## config.mk

```make
export PLATFORM = sky130hd
export DESIGN_NAME = time_of_day_display_clock
export DESIGN_NICKNAME = d
export VERILOG_FILES = /design/src/design/todc_pkg.sv /design/src/design/todc_time.sv /design/src/design/time_of_day_display_clock.sv
export SDC_FILE = /design/constraint.sdc
export NUM_CORES = 1
export LEC_CHECK = 0
export ABC_AREA = 1
export CAP_MARGIN = 30
export CELL_PAD_IN_SITES_DETAIL_PLACEMENT = 1
export CELL_PAD_IN_SITES_GLOBAL_PLACEMENT = 2
export CORE_UTILIZATION = 33
export DETAILED_ROUTE_END_ITERATION = 7
export DONT_BUFFER_PORTS = 1
export PLACE_DENSITY = 0.85
export SETUP_SLACK_MARGIN = 0.15
export SYNTH_ARGS = -nofsm -noshare
export SYNTH_HDL_FRONTEND = slang
export SYNTH_SLANG_ARGS = --single-unit
```

## constraint.sdc

```tcl
create_clock -name i_clk -period 2.9 [get_ports i_clk]
set_clock_uncertainty 0.15 [all_clocks]
set_input_delay 0.29 -clock i_clk [delete_from_list [all_inputs] [get_ports i_clk]]
set_output_delay 0.29 -clock i_clk [all_outputs]
set_load 0.05 [all_outputs]
```

## src/design/todc_pkg.sv

```systemverilog
// ----------------------------------------------------------------------------
// todc_pkg: shared types and constants of the time-of-day display clock
// Register indexes, display addresses, digit split and brightness lookup.
// ----------------------------------------------------------------------------
package todc_pkg;

    // Configuration port
    localparam int CfgIndexW = 2;
    localparam int CfgDataW  = 16;

    localparam logic [CfgIndexW-1:0] REG_TICK_PERIOD  = 2'd0;
    localparam logic [CfgIndexW-1:0] REG_START_HOUR   = 2'd1;
    localparam logic [CfgIndexW-1:0] REG_START_MINUTE = 2'd2;
    localparam logic [CfgIndexW-1:0] REG_START_SECOND = 2'd3;

    localparam logic [15:0] TICK_PERIOD_RST = 16'd15635;

    // Display run: six digit writes then one brightness write
    localparam int DIGIT_COUNT = 6;
    localparam int IdxW        = $clog2(DIGIT_COUNT + 1);

    localparam logic [3:0] BRIGHT_ADDR = 4'hA;

    localparam logic [5:0] SEC_MAX  = 6'd59;
    localparam logic [5:0] MIN_MAX  = 6'd59;
    localparam logic [4:0] HOUR_MAX = 5'd23;

    typedef logic [3:0] t_nibble;

    // Second boundary event handed from the time keeper to the output stage
    typedef struct packed {
        logic                            elapsed;
        logic [DIGIT_COUNT-1:0][3:0]     digit;
        t_nibble                         bright;
        logic                            heartbeat;
    } t_time_evt;

    // Split a value below 60 into tens and ones digits, {tens, ones}
    function automatic logic [7:0] split_bcd(input logic [5:0] v);
        logic [3:0] tens;
        logic [5:0] rem;
        begin
            if (v >= 6'd50) begin
                tens = 4'd5;
                rem  = v - 6'd50;
            end else if (v >= 6'd40) begin
                tens = 4'd4;
                rem  = v - 6'd40;
            end else if (v >= 6'd30) begin
                tens = 4'd3;
                rem  = v - 6'd30;
            end else if (v >= 6'd20) begin
                tens = 4'd2;
                rem  = v - 6'd20;
            end else if (v >= 6'd10) begin
                tens = 4'd1;
                rem  = v - 6'd10;
            end else begin
                tens = 4'd0;
                rem  = v;
            end
            split_bcd = {tens, rem[3:0]};
        end
    endfunction

    // Display brightness for each hour of the day
    function automatic t_nibble bright_lut(input logic [4:0] hour);
        t_nibble b;
        begin
            case (hour)
                5'd0, 5'd1, 5'd2, 5'd3: b = 4'h5;
                5'd4:                   b = 4'h6;
                5'd5:                   b = 4'h7;
                5'd6:                   b = 4'h8;
                5'd7:                   b = 4'h9;
                5'd8:                   b = 4'hB;
                5'd9:                   b = 4'hD;
                5'd10, 5'd11:           b = 4'hE;
                5'd12, 5'd13, 5'd14:    b = 4'hF;
                5'd15, 5'd16, 5'd17:    b = 4'hE;
                5'd18:                  b = 4'hD;
                5'd19:                  b = 4'hC;
                5'd20:                  b = 4'hB;
                5'd21:                  b = 4'h9;
                5'd22:                  b = 4'h8;
                5'd23:                  b = 4'h6;
                default:                b = 4'h5;
            endcase
            bright_lut = b;
        end
    endfunction

endpackage

```

## src/design/todc_time.sv

```systemverilog
// ----------------------------------------------------------------------------
// todc_time: tick prescaler and 24-hour time keeper
// Counts ticks, advances hh:mm:ss on each period overflow and toggles the
// heartbeat. Emits the new time as digits on the tick that ends a second.
// ----------------------------------------------------------------------------
module todc_time (
    input  logic                            i_clk,
    input  logic                            i_rst_n,
    input  logic                            i_step,
    input  logic                            i_cfg_we,
    input  logic [todc_pkg::CfgIndexW-1:0]  i_cfg_index,
    input  logic [todc_pkg::CfgDataW-1:0]   i_cfg_data,
    output logic                            o_quiet,
    output todc_pkg::t_time_evt             o_evt
);
    import todc_pkg::*;

    logic [15:0] r_period, n_period;
    logic [15:0] r_cnt,    n_cnt;
    logic [5:0]  r_sec,    n_sec;
    logic [5:0]  r_min,    n_min;
    logic [4:0]  r_hour,   n_hour;
    logic        r_hb,     n_hb;

    logic        elapsed;
    logic [5:0]  sec_inc, min_inc;
    logic [4:0]  hour_inc;
    logic [7:0]  bcd_h, bcd_m, bcd_s;

    // next tick cannot end a second
    assign o_quiet = (r_cnt < r_period);
    assign elapsed = i_step && !o_quiet;

    // clock advance with carries
    always_comb begin
        sec_inc  = r_sec;
        min_inc  = r_min;
        hour_inc = r_hour;
        if (r_sec == SEC_MAX) begin
            sec_inc = 6'd0;
            if (r_min == MIN_MAX) begin
                min_inc  = 6'd0;
                hour_inc = (r_hour == HOUR_MAX) ? 5'd0 : r_hour + 5'd1;
            end else begin
                min_inc = r_min + 6'd1;
            end
        end else begin
            sec_inc = r_sec + 6'd1;
        end
    end

    // next state: ticks and configuration writes
    always_comb begin
        n_period = r_period;
        n_cnt    = r_cnt;
        n_sec    = r_sec;
        n_min    = r_min;
        n_hour   = r_hour;
        n_hb     = r_hb;
        if (i_step) begin
            if (elapsed) begin
                n_cnt  = 16'd0;
                n_sec  = sec_inc;
                n_min  = min_inc;
                n_hour = hour_inc;
                n_hb   = !r_hb;
            end else begin
                n_cnt = r_cnt + 16'd1;
            end
        end
        if (i_cfg_we) begin
            case (i_cfg_index)
                REG_TICK_PERIOD:  n_period = i_cfg_data;
                REG_START_HOUR:   n_hour = (i_cfg_data[4:0] <= HOUR_MAX) ?
                                           i_cfg_data[4:0] : 5'd0;
                REG_START_MINUTE: n_min  = (i_cfg_data[5:0] <= MIN_MAX) ?
                                           i_cfg_data[5:0] : 6'd0;
                REG_START_SECOND: n_sec  = (i_cfg_data[5:0] <= SEC_MAX) ?
                                           i_cfg_data[5:0] : 6'd0;
                default:          n_period = r_period;
            endcase
        end
    end

    always_ff @(posedge i_clk) begin
        if (!i_rst_n) begin
            r_period <= TICK_PERIOD_RST;
            r_cnt    <= 16'd0;
            r_sec    <= 6'd0;
            r_min    <= 6'd0;
            r_hour   <= 5'd0;
            r_hb     <= 1'b1;
        end else begin
            r_period <= n_period;
            r_cnt    <= n_cnt;
            r_sec    <= n_sec;
            r_min    <= n_min;
            r_hour   <= n_hour;
            r_hb     <= n_hb;
        end
    end

    // digits of the advanced time, hours first, tens digit first
    assign bcd_h = split_bcd({1'b0, hour_inc});
    assign bcd_m = split_bcd(min_inc);
    assign bcd_s = split_bcd(sec_inc);

    always_comb begin
        o_evt.elapsed   = elapsed;
        o_evt.digit[0]  = bcd_h[7:4];
        o_evt.digit[1]  = bcd_h[3:0];
        o_evt.digit[2]  = bcd_m[7:4];
        o_evt.digit[3]  = bcd_m[3:0];
        o_evt.digit[4]  = bcd_s[7:4];
        o_evt.digit[5]  = bcd_s[3:0];
        o_evt.bright    = bright_lut(hour_inc);
        o_evt.heartbeat = !r_hb;
    end

endmodule

```

## src/design/time_of_day_display_clock.sv

```systemverilog
// ----------------------------------------------------------------------------
// time_of_day_display_clock: 24-hour clock driving a digit display
// Prescales ticks into seconds and writes hh:mm:ss plus brightness.
// ----------------------------------------------------------------------------
// Usage:
//   Input channel (i_in_valid / o_in_ready, i_tick) carries timer ticks; a
//   transaction with i_tick low has no effect. Every tick_period+1 ticks the
//   clock advances one second and a run of seven display writes goes out on
//   the output channel (o_out_valid / i_out_ready): addresses 1 to 6 with the
//   digits hh mm ss, tens first, then address 10 with the brightness, marked
//   by o_last. o_heartbeat carries the level after this second's toggle.
//   The first write is valid in the cycle after the second-ending tick.
//   Throughput: one tick per cycle. The output register holds one run; while
//   it drains, ticks that cannot end a second are still taken, and the tick
//   that would end one waits until the brightness write has been taken.
//   Stalls on the output hold the current write unchanged.
//   Reset: period counter and time 00:00:00, heartbeat high, tick period
//   15635, no run pending. Configuration writes take effect at once.
// ----------------------------------------------------------------------------
module time_of_day_display_clock (
    input  logic                            i_clk,
    input  logic                            i_rst_n,
    // tick channel
    input  logic                            i_in_valid,
    output logic                            o_in_ready,
    input  logic                            i_tick,
    // display write channel
    output logic                            o_out_valid,
    input  logic                            i_out_ready,
    output logic [3:0]                      o_reg_address,
    output logic [3:0]                      o_reg_data,
    output logic                            o_heartbeat,
    output logic                            o_last,
    // configuration
    input  logic                            i_cfg_we,
    input  logic [todc_pkg::CfgIndexW-1:0]  i_cfg_index,
    input  logic [todc_pkg::CfgDataW-1:0]   i_cfg_data
);
    import todc_pkg::*;

    logic                        quiet;
    logic                        in_take;
    logic                        out_take;
    t_time_evt                   evt;

    logic                        r_active, n_active;
    logic [IdxW-1:0]             r_idx,    n_idx;
    logic [DIGIT_COUNT-1:0][3:0] r_digit;
    t_nibble                     r_bright;
    logic                        r_hb;

    assign o_in_ready = !r_active || quiet;
    assign in_take    = i_in_valid && o_in_ready;
    assign out_take   = o_out_valid && i_out_ready;

    todc_time u_time (
        .i_clk       (i_clk),
        .i_rst_n     (i_rst_n),
        .i_step      (in_take && i_tick),
        .i_cfg_we    (i_cfg_we),
        .i_cfg_index (i_cfg_index),
        .i_cfg_data  (i_cfg_data),
        .o_quiet     (quiet),
        .o_evt       (evt)
    );

    // run sequencer: load on a second boundary, step on each taken write
    always_comb begin
        n_active = r_active;
        n_idx    = r_idx;
        if (evt.elapsed) begin
            n_active = 1'b1;
            n_idx    = '0;
        end else if (out_take) begin
            if (o_last) begin
                n_active = 1'b0;
            end else begin
                n_idx = r_idx + 1'b1;
            end
        end
    end

    always_ff @(posedge i_clk) begin
        if (!i_rst_n) begin
            r_active <= 1'b0;
            r_idx    <= '0;
        end else begin
            r_active <= n_active;
            r_idx    <= n_idx;
        end
    end

    // snapshot of the run payload
    always_ff @(posedge i_clk) begin
        if (evt.elapsed) begin
            r_digit  <= evt.digit;
            r_bright <= evt.bright;
            r_hb     <= evt.heartbeat;
        end
    end

    // output write selection
    always_comb begin
        o_out_valid = r_active;
        o_last      = (r_idx == IdxW'(DIGIT_COUNT));
        o_heartbeat = r_hb;
        if (o_last) begin
            o_reg_address = BRIGHT_ADDR;
            o_reg_data    = r_bright;
        end else begin
            o_reg_address = 4'(r_idx) + 4'd1;
            o_reg_data    = r_digit[r_idx];
        end
    end

    // a new second never lands on a run still pending
    a_no_overlap: assert property (@(posedge i_clk) disable iff (!i_rst_n)
        r_active |-> !evt.elapsed)
        else $error("second boundary while a display run is pending");

    // the run ends right after the brightness write is taken
    a_run_end: assert property (@(posedge i_clk) disable iff (!i_rst_n)
        (out_take && o_last) |=> !o_out_valid)
        else $error("display run did not end after the last write");

    // the last write always goes to the brightness address
    a_last_addr: assert property (@(posedge i_clk) disable iff (!i_rst_n)
        (o_out_valid && o_last) |-> (o_reg_address == BRIGHT_ADDR))
        else $error("last write not addressed to brightness");

    // heartbeat holds over a whole run
    a_hb_stable: assert property (@(posedge i_clk) disable iff (!i_rst_n)
        (o_out_valid && $past(o_out_valid)) |-> $stable(o_heartbeat))
        else $error("heartbeat changed inside a display run");

endmodule

```

Word-level counts from Yosys, hierarchy flattened. Memory sizes are Yosys's and may differ from the RTL's. A register that Yosys moved wholly into a read port is not among the register bits. Cells that the tools add are included.

Reduce and logical (&&, ||, !) cells: 22. Bitwise gates (word level): 2. $add $sub $neg: 21. Magnitude comparators: 19. Multiplexer cells: 55. Equality and inequality tests: 7.

Operator list (number): two-way mux 4 bit (18); two-way mux 6 bit (12); two-way mux 5 bit (8); subtractor 4 bit (second input constant) (9); >= comparator 6 x 5 -> 1 bit (second input constant) (4); >= comparator 6 bit (second input constant) (4); two-way mux 3 bit (6); adder 16 x 1 -> 16 bit (second input constant) (1); less-than comparator 16 bit (1); two-way mux 16 bit (1); adder 6 x 1 -> 6 bit (second input constant) (2); binary-select mux 4 bit (select 3 bit) (1); == test 6 bit (second input constant) (2); >= comparator 5 x 6 -> 1 bit (second input constant) (2); >= comparator 6 x 4 -> 1 bit (second input constant) (2); OR reduction 4 bit (3); subtractor 4 x 2 -> 4 bit (second input constant) (3); subtractor 4 x 3 -> 4 bit (second input constant) (3); >= comparator 5 bit (second input constant) (2); two-way mux 1 bit (9); AND reduction 2 bit (4); OR reduction 2 bit (4); <= comparator 6 bit (second input constant) (1); adder 5 x 1 -> 5 bit (second input constant) (1); other kinds (15) (23).

Memories kept: 1. Flip-flop bits (word level): 79. Input bits: 24. ROM bits: 128. Output and inout port bits: 12.

Memory list: (name not given) (words 32, bits a word 4, read ports 1, clocked after Yosys merged registers in 1, write ports 0, line todc_pkg.sv:70) `case (hour)`.

Depth between registers and ports, before layout. Gate-level depths: netlist of the first run.

Depth after elaboration: 10. Gate-level depth with buffers: 20.

By module. A second synthesis of the first run with hierarchy kept.

Cells, all modules: 831. Area total of the unflattened synthesis: 5958.2 um^2.

Modules (own cells, without submodules): todc_time (cells an instance 682, times used 1, area an instance 4514.3 um^2); time_of_day_display_clock (cells an instance 149, times used 1, area an instance 1443.9 um^2).

Worst setup path before layout of the first run. Ideal clock, no wire load.

Kind: register to output. Start point: reg r_idx[0]. End point: out o_reg_data[0]. Cell stages (with the launch flop): 7. Path slack: -0.669 ns. Required time: 2.460 ns. Buffers on the path: 1. Data arrival time: 3.129 ns. Path through: dfxtp_1 > inv_2 > ha_1 > nand2_1 > inv_1 > clkbuf_1 > o311ai_0.

RTL lines: start: declaration (line time_of_day_display_clock.sv:47) `logic [IdxW-1:0] r_idx, n_idx;`; start signal: assignment (line time_of_day_display_clock.sv:89) `r_idx <= n_idx;`; == test 3 bit (line time_of_day_display_clock.sv:105) `o_last = (r_idx == IdxW'(DIGIT_COUNT));`; via o_last (line time_of_day_display_clock.sv:33) `output logic o_last,`; two-way mux 4 bit (line time_of_day_display_clock.sv:107) `if (o_last) begin`; end: declaration (line time_of_day_display_clock.sv:31) `output logic [3:0] o_reg_data,`.

The timed path passes the listed nets, and every way through them passes these cells. The select of a mux whose other input is x is not followed.

==> qor.yml, run 1 <==
hold_violations: 0
power_density_nw_per_um2: 392
final.hold.worst_slack_ps: 39.0
postSynthCellCount: 835
dieHeight_um: 135
mappedNetlistArea_um2: 5810
drc_errors: 0
gp_congestion: 0.861
drt_pre_antenna_iters: 4
status: "finished, final reports clean"
final_layout_size_suffix_gt1_share_pct: 15.0
critical_path.startpoint_type: "flop"
cts_tree: "yes"
clock_insertion_delay_worst_skew_ps: 350
crit_path_max_fanout: 8
p_leak_uw: 0.00340
diodes: 0
cpPeakStageDelay_ps: 350
synth_area_in_compound_gates_pct: 11.3
avgViaCountPerCell: 4.92
number_of_buffers_on_the_longest_clock_path: 2
worstSetupPathType: "flop to flop"
placement_rows: 48
min_period_ps: 2600
area_added_between_synthesis_and_finish_pct: 19.6
die_width_um: 135
ys_top_cells_by_area: "dfxtp_1, nand2_1, edfxtp_1, ha_1, inv_1"
rsz0062_at_grt: "true"
synth_mux_area_share_pct: 0
max_slew_margin_pct: 48.1
setup-tns-final_ps: 0
cts.htree.levels: 3
fp.coreArea_um2: 17200
min-delay-path-class: "input port to flop"
worst_vdd_ir_mv: 0.286
critical-path-top-cell-by-count: "nand2_1"
worst-slew-pin-transition_ps: 772
floorplan.die_area_um2: 18100
timing.final.ws_setup_ps: 304
postSynthNetCount: 908
dr.first_iter.drc_count: 269
globalRouteOverflowTotal: 0
synth_cell_types: 40
routed-via-count: 5508
layout_worst_path_cycle_share_pct: 89.5
ys_ff_latch: 79
drv_cap: 0
first_global_vias: 5592
placement.setup.worst_slack_ps: 44.4
postSynthAreaPerCell_um2: 6.96
clock.fmax_mhz: 385
routed_wl_um: 16500
synth_top_cell_by_area: "dfxtp_1"
drt.antenna.violating_nets: 0
numPortBuffers: 0
final_common_cell: "nand2_1"
crit_chain: "ha_4 > nand3_2 > nor2_4 > nand2_1 > nand2_2 > nand3_4 > buf_4 > ha_1 > inv_1 > nand4_1 > nand2_2 > inv_1 > o21ai_0 > nand2_1 > nand3_1 > nand2_1 > nand2_1 > nand2_1"
cts-buffers-inserted: 9
filler_cell_count: 2194
critical_path.slowest_cell: "dfxtp_2"
timing.critical_path.arrival_ps: 2550
clock_sinks: 79
setup_viol_count_final: 0
wl_per_cell_um: 14.7
dominant_combinational_cell_family_by_area_after_synthesis: "simple AND/OR/NAND/NOR gates"
synth_xor_xnor_area_share_pct: 2.56
globalRouteTotalUtil_pct: 19.5
synth_seq_area_share_pct: 31.5
post_synth_and_or_nand_nor_area_fraction_pct: 33.8
stdcell_count: 1120
mostFrequentLayoutCells: "nand2_1, inv_1, nand3_1"
antenna_found_initial: 0
synth_adder_area_share_pct: 10.5
synthDominantCellAreaShare_pct: 18.6
place_hpwl_um: 12500
boundaryPins: 36
place.detailed.instances: 1074
grt_first_pass_wirelength_um: 28100
initial_cell_density_of_the_core_pct: 33.7
slew_violations: 0
master_cell_of_the_clock_root_buffer: "clkbuf_16"
ys_warn_count: 0
pin_count_of_the_biggest_net_entering_global_routing: 32
finish.net_count: 963
clk_transition_reported_paths_ps: 60
critical_path_endpoint_category: "flop"
critPathRequiredTime_ps: 2850
-- worst max-delay path, delay by kind of cell, from the launching register on --
| kind | cells | cell delay (ps) |
|---|---|---|
| DFF | 1 | 350 |
| buffers and inverters | 3 | 280 |
| and+or+nand+nor | 12 | 1110 |
| adders and majority gates | 2 | 370 |
| AOI/OAI and AO/OA | 1 | 70 |
-- final timing paths --
kind                                     from                          endpoint  slack [ps]  depth (start not counted)
max                u_time.r_sec[0]$_SDFF_PN0_             r_digit[14]$_DFFE_PN_         300                         18
min reg2reg  u_time.r_period[14]$_SDFFE_PN0P_  u_time.r_period[14]$_SDFFE_PN0P_         310                          2
min                                   i_rst_n      u_time.r_cnt[0]$_SDFFE_PN0N_          40                          2
max reg2reg        u_time.r_sec[0]$_SDFF_PN0_             r_digit[14]$_DFFE_PN_         300                         18
-- cell type report --
cell class	count	area, um^2	area share (%)
multi-input cells	605	3500	50.4
flip-flops and latches	79	1840	26.5
inverters	134	515	7.42
repair buffers	61	513	7.38
well taps	225	282	4.05
clock buffers	11	243	3.49
clock inverters	5	53.8	0.774
-- logic make-up (layout without fill, tap and decap cells) --
logic type | Yosys count | count (layout)
AOI/OAI and AO/OA | 117 | 117
DFF | 79 | 79
xor gates and xnor gates | 17 | 17
adders and majority gates | 49 | 49
buffers and inverters | 151 | 211
and+or+nand+nor | 422 | 422
-- per-stage QoR --
step	utilization, %	area (um^2)	power (uW)
2_1_floorplan	-	5820	1460
3_3_place_gp	36.4	6280	1550
3_5_place_dp	36.4	6280	1550
4_1_cts	39.4	6800	2750
5_1_grt	40.3	6950	2860
6_report	40.3	6950	2720
-- report_power, final --
group	internal (uW)	switching [uW]	total, uW
Combinational	140	234	374
Clock	690	468	1160
Sequential	1170	21.1	1190
Total	2000	724	2720
-- Yosys cell counts, drive strengths merged --
cell,count
nand2,235
inv,132
nand3,91
a21oi,57
dfxtp,54
nor2,54
ha,49
o21ai,39
nand4,26
edfxtp,25
nor3,13
xor2,11
clkbuf,10
o211ai,8
buf,7
xnor2,6
o21bai,3
o311ai,3
a211oi,2
clkinv,2
o22ai,2
or2,2
a31oi,1
nor4,1
o2111ai,1
o21a,1
-- what timing repair did --
item / in CTS / in global routing
hold endpoints to repair: 20 / 0
endpoints found under the setup margin: 6 / 19
gates resized for setup: 5 / 26
hold buffers: 17 / 0
buffers inserted: 5 / 8
pin swaps: 2 / 7
-- metal layers --
layer,vias to the layer above,track usage (%),routed length (um)
met2,69,30.5,7320
met5,-,0,0
met4,0,6.37,294
met1,2580,27.5,8490
li1,2840,-,-
met3,19,2.70,405
-- registers in the layout, indices dropped and copies added, names as in the netlist, 3 cells and up --
| register | cells |
|---|---|
| r_bright | 4 |
| r_digit | 20 |
| r_idx | 3 |
| u_time.r_cnt | 16 |
| u_time.r_hour | 5 |
| u_time.r_min | 6 |
| u_time.r_period | 16 |
| u_time.r_sec | 6 |
(Power assumes the default switching activity.)
==> inputs of run 2 (changes only) <==
--- a/config.mk
+++ b/config.mk
@@ -6,13 +6,14 @@
 export NUM_CORES = 1
 export LEC_CHECK = 0
 export ABC_AREA = 1
+export ABC_CLOCK_PERIOD_IN_PS = 2600
 export CAP_MARGIN = 30
 export CELL_PAD_IN_SITES_DETAIL_PLACEMENT = 1
 export CELL_PAD_IN_SITES_GLOBAL_PLACEMENT = 2
-export CORE_UTILIZATION = 33
+export CORE_UTILIZATION = 37
 export DETAILED_ROUTE_END_ITERATION = 7
 export DONT_BUFFER_PORTS = 1
-export PLACE_DENSITY = 0.85
+export PLACE_DENSITY = 0.9
 export SETUP_SLACK_MARGIN = 0.15
 export SYNTH_ARGS = -nofsm -noshare
 export SYNTH_HDL_FRONTEND = slang
==> constraint.sdc (replaced) <==
create_clock -name i_clk -period 2.6 [get_ports i_clk]
set_clock_uncertainty 0.15 [all_clocks]
set_input_delay 0.26 -clock i_clk [delete_from_list [all_inputs] [get_ports i_clk]]
set_output_delay 0.26 -clock i_clk [all_outputs]
set_load 0.05 [all_outputs]
==> run 2 against run 1 <==
  * Global-route usage is 3.9 points higher
  * Final cell count increased by 3.5%
  * Hold slack worse by 30 ps
  * The run now ends with negative setup slack left
  * First-iteration DRC count is 37% higher
  * Critical path depth fell by 3
  * Cell area grew 15%
==> qor.yml, run 2 (synthesis results as in run 1) <==
critical_path_endpoint_category: "flop"
drv_cap: 0  # unchanged
reg.largest.list: "r_digit: 20 flops, u_time.r_cnt: 16 flops, u_time.r_period: 16 flops"
antenna_found_initial: 1  # +1
worst-slew-pin-transition_ps: 694  # -77.9 ps
cts-buffers-inserted: 9  # unchanged
dieHeight_um: 127  # -5.5%
slew_violations: 0  # unchanged
max_slew_margin_pct: 53.4  # +5.2 points
final-seq-area_um2: 1860  # +0.88%
hold_violations: 0  # unchanged
critPathRequiredTime_ps: 2550  # -300 ps
routed_wl_um: 21700  # +32%
placement_rows: 45  # -6.3%
clock_insertion_delay_worst_skew_ps: 360  # about the same
violations: "negative setup slack"
post-route-cell-area_um2: 8000  # +15%
crit_path_max_fanout: 6  # -2
dr.first_iter.drc_count: 368  # +37%
cpPeakStageDelay_ps: 360  # about the same
wl_per_cell_um: 18.7  # +27%
numPortBuffers: 0  # unchanged
avgViaCountPerCell: 5.29  # +7.6%
finish.net_count: 1015  # +5.4%
gp_congestion: 0.885  # +2.7%
drt_pre_antenna_iters: 5  # +1
cts_tree: "yes"
area_added_between_synthesis_and_finish_pct: 37.6
clock_sinks: 79  # unchanged
power_density_nw_per_um2: 393  # +0.27%
clock.fmax_mhz: 374  # -2.9%
p_leak_uw: 0.00374  # +9.9%
die_width_um: 127  # -5.5%
place_hpwl_um: 13400  # +6.6%
design_power_total_uw: 3140  # +15%
p_int_uw: 2230  # +12%
min-delay-path-class: "input port to flop"
status: "complete, but fails checks"
number_of_buffers_on_the_longest_clock_path: 2  # unchanged
mostFrequentLayoutCells: "nand2_1, inv_1, buf_4"
setup_viol_count_final: 4  # +4
registers.top_by_ff_count: "r_digit"
min_period_ps: 2670  # +77.2 ps
first_global_vias: 6028  # +7.8%
floorplan.die_area_um2: 16200  # -11%
master_cell_of_the_clock_root_buffer: "clkbuf_16"
multi_input_area_um2: 4050  # +16%
rsz0062_at_grt: "true"
clk_transition_reported_paths_ps: 60  # about the same
initial_cell_density_of_the_core_pct: 38.1  # +4.4 points
timing.critical_path.arrival_ps: 2630  # +80 ps
worstPathBufferInverterCount: 5  # +2
crit_chain: "ha_4 > nand3_4 > nor2_4 > buf_6 > buf_12 > buf_8 > nand4_1 > nand2_2 > nand2_1 > clkinv_1 > nand4_1 > nand2_2 > inv_2 > nand3_1 > nand2_1"
combinational_share_of_power_pct: 17.8  # +4.1 points
final_layout_size_suffix_gt1_share_pct: 29.6  # +15 points
placed_cell_area_um2: 6420  # +2.2%
final_common_cell: "nand2_1"
number_of_flip_flops_under_the_largest_register_name: 20  # unchanged
cts.htree.levels: 3  # unchanged
routed-via-count: 6131  # +11%
drt.antenna.violating_nets: 0  # unchanged
total_switching_power_uw: 908  # +26%
power_frac_seq_pct: 42.3  # -1.4 points
worstSetupPathType: "flop to flop"
critical-path-top-delay-family: "simple AND/OR/NAND/NOR gates"
critical_path.slowest_cell: "dfxtp_4"
worst_vdd_ir_mv: 0.305  # +6.3%
share_clk_of_total_power_pct: 39.9  # -2.6 points
switching_share_pct: 28.9  # +2.3 points
drc_errors: 0  # unchanged
layout_worst_path_cycle_share_pct: 103  # +13 points
place.detailed.instances: 1074  # unchanged
pin_count_of_the_biggest_net_entering_global_routing: 31  # -3.1%
stdcell_count: 1159  # +3.5%
globalRouteOverflowTotal: 0  # unchanged
fp.coreArea_um2: 15300  # -11%
setup-tns-final_ps: -171  # -171 ps
critical_path.startpoint_type: "flop"
placement.setup.worst_slack_ps: -74.6  # -119 ps
globalRouteTotalUtil_pct: 23.4  # +3.9 points
grt_first_pass_wirelength_um: 30100  # +6.9%
filler_cell_count: 1878  # -14%
boundaryPins: 36  # unchanged
timing.final.ws_setup_ps: -73.1  # -377 ps
run 2: cell count changes in the layout (fill, tap and decap cells not counted), moves of 10 or more:
cell / previous run / this run
ha_1: 46 / 27
nand2_2: 12 / 24
buf_4: 43 / 78
nand2_1: 216 / 198
dfxtp_2: 4 / 14
dfxtp_1: 49 / 38
inv_2: 8 / 24
buf_6: 0 / 12
inv_1: 121 / 101
ha_4: 2 / 16
nand3_1: 76 / 64
run 2: metrics by stage:
stage	utilization [%]	hold slack, ps
floorplan	-	236
global placement	42.1	201
detailed placement	42.1	205
CTS	47.5	6.02
global route	52.4	42.4
finish	52.4	8.59
run 2: final cells by class:
| cell class | count | share of cell area, % |
|---|---|---|
| multi-input cells | 605 | 50.6 |
| flip-flops and latches | 79 | 23.2 |
| repair buffers | 113 | 12.6 |
| inverters | 134 | 6.67 |
| well taps | 211 | 3.30 |
| clock buffers | 12 | 3.22 |
| clock inverters | 4 | 0.329 |
| diodes | 1 | 0.0313 |
run 2: final timing paths:
| check | start | slack, ps | cells past startpoint | endpoint |
|---|---|---|---|---|
| max | u_time.r_sec[1]$_SDFF_PN0_ | -70 | 15 | r_digit[13]$_DFFE_PN_ |
| min | i_cfg_data[2] | 9 | 4 | u_time.r_min[2]$_SDFF_PN0_ |
| max reg2reg | u_time.r_sec[1]$_SDFF_PN0_ | -70 | 15 | r_digit[13]$_DFFE_PN_ |
| min reg2reg | u_time.r_period[5]$_SDFFE_PN0P_ | 330 | 2 | u_time.r_period[5]$_SDFFE_PN0P_ |
run 2: power groups by stage:
stage	logic, uW	registers (uW)	clock network (uW)
3_5_place_dp	396	1350	0
2_1_floorplan	284	1350	0
4_1_cts	453	1330	1270
3_3_place_gp	376	1350	0
6_report	560	1330	1250
5_1_grt	609	1330	1320
run 2: worst reg2reg max path, delay by kind of cell, from the launching register on:
kind | cells | cell delay (ps)
buf+inv | 5 | 530
simple gates | 9 | 1230
flops | 1 | 360
fa+ha+maj | 1 | 170
run 2: what timing repair did:
item,CTS,global route
buffers inserted,22,28
endpoints found under the hold margin,21,0
hold buffers,17,0
setup endpoints to repair,28,53
pin swaps,27,49
gates cloned,0,1
gates resized for setup,65,118
run 2: layer usage:
layer	wire (um)	global-route usage, %
met1	8860	28.1
met2	11600	41.9
met3	840	4.86
met4	401	6.58
met5	0	0
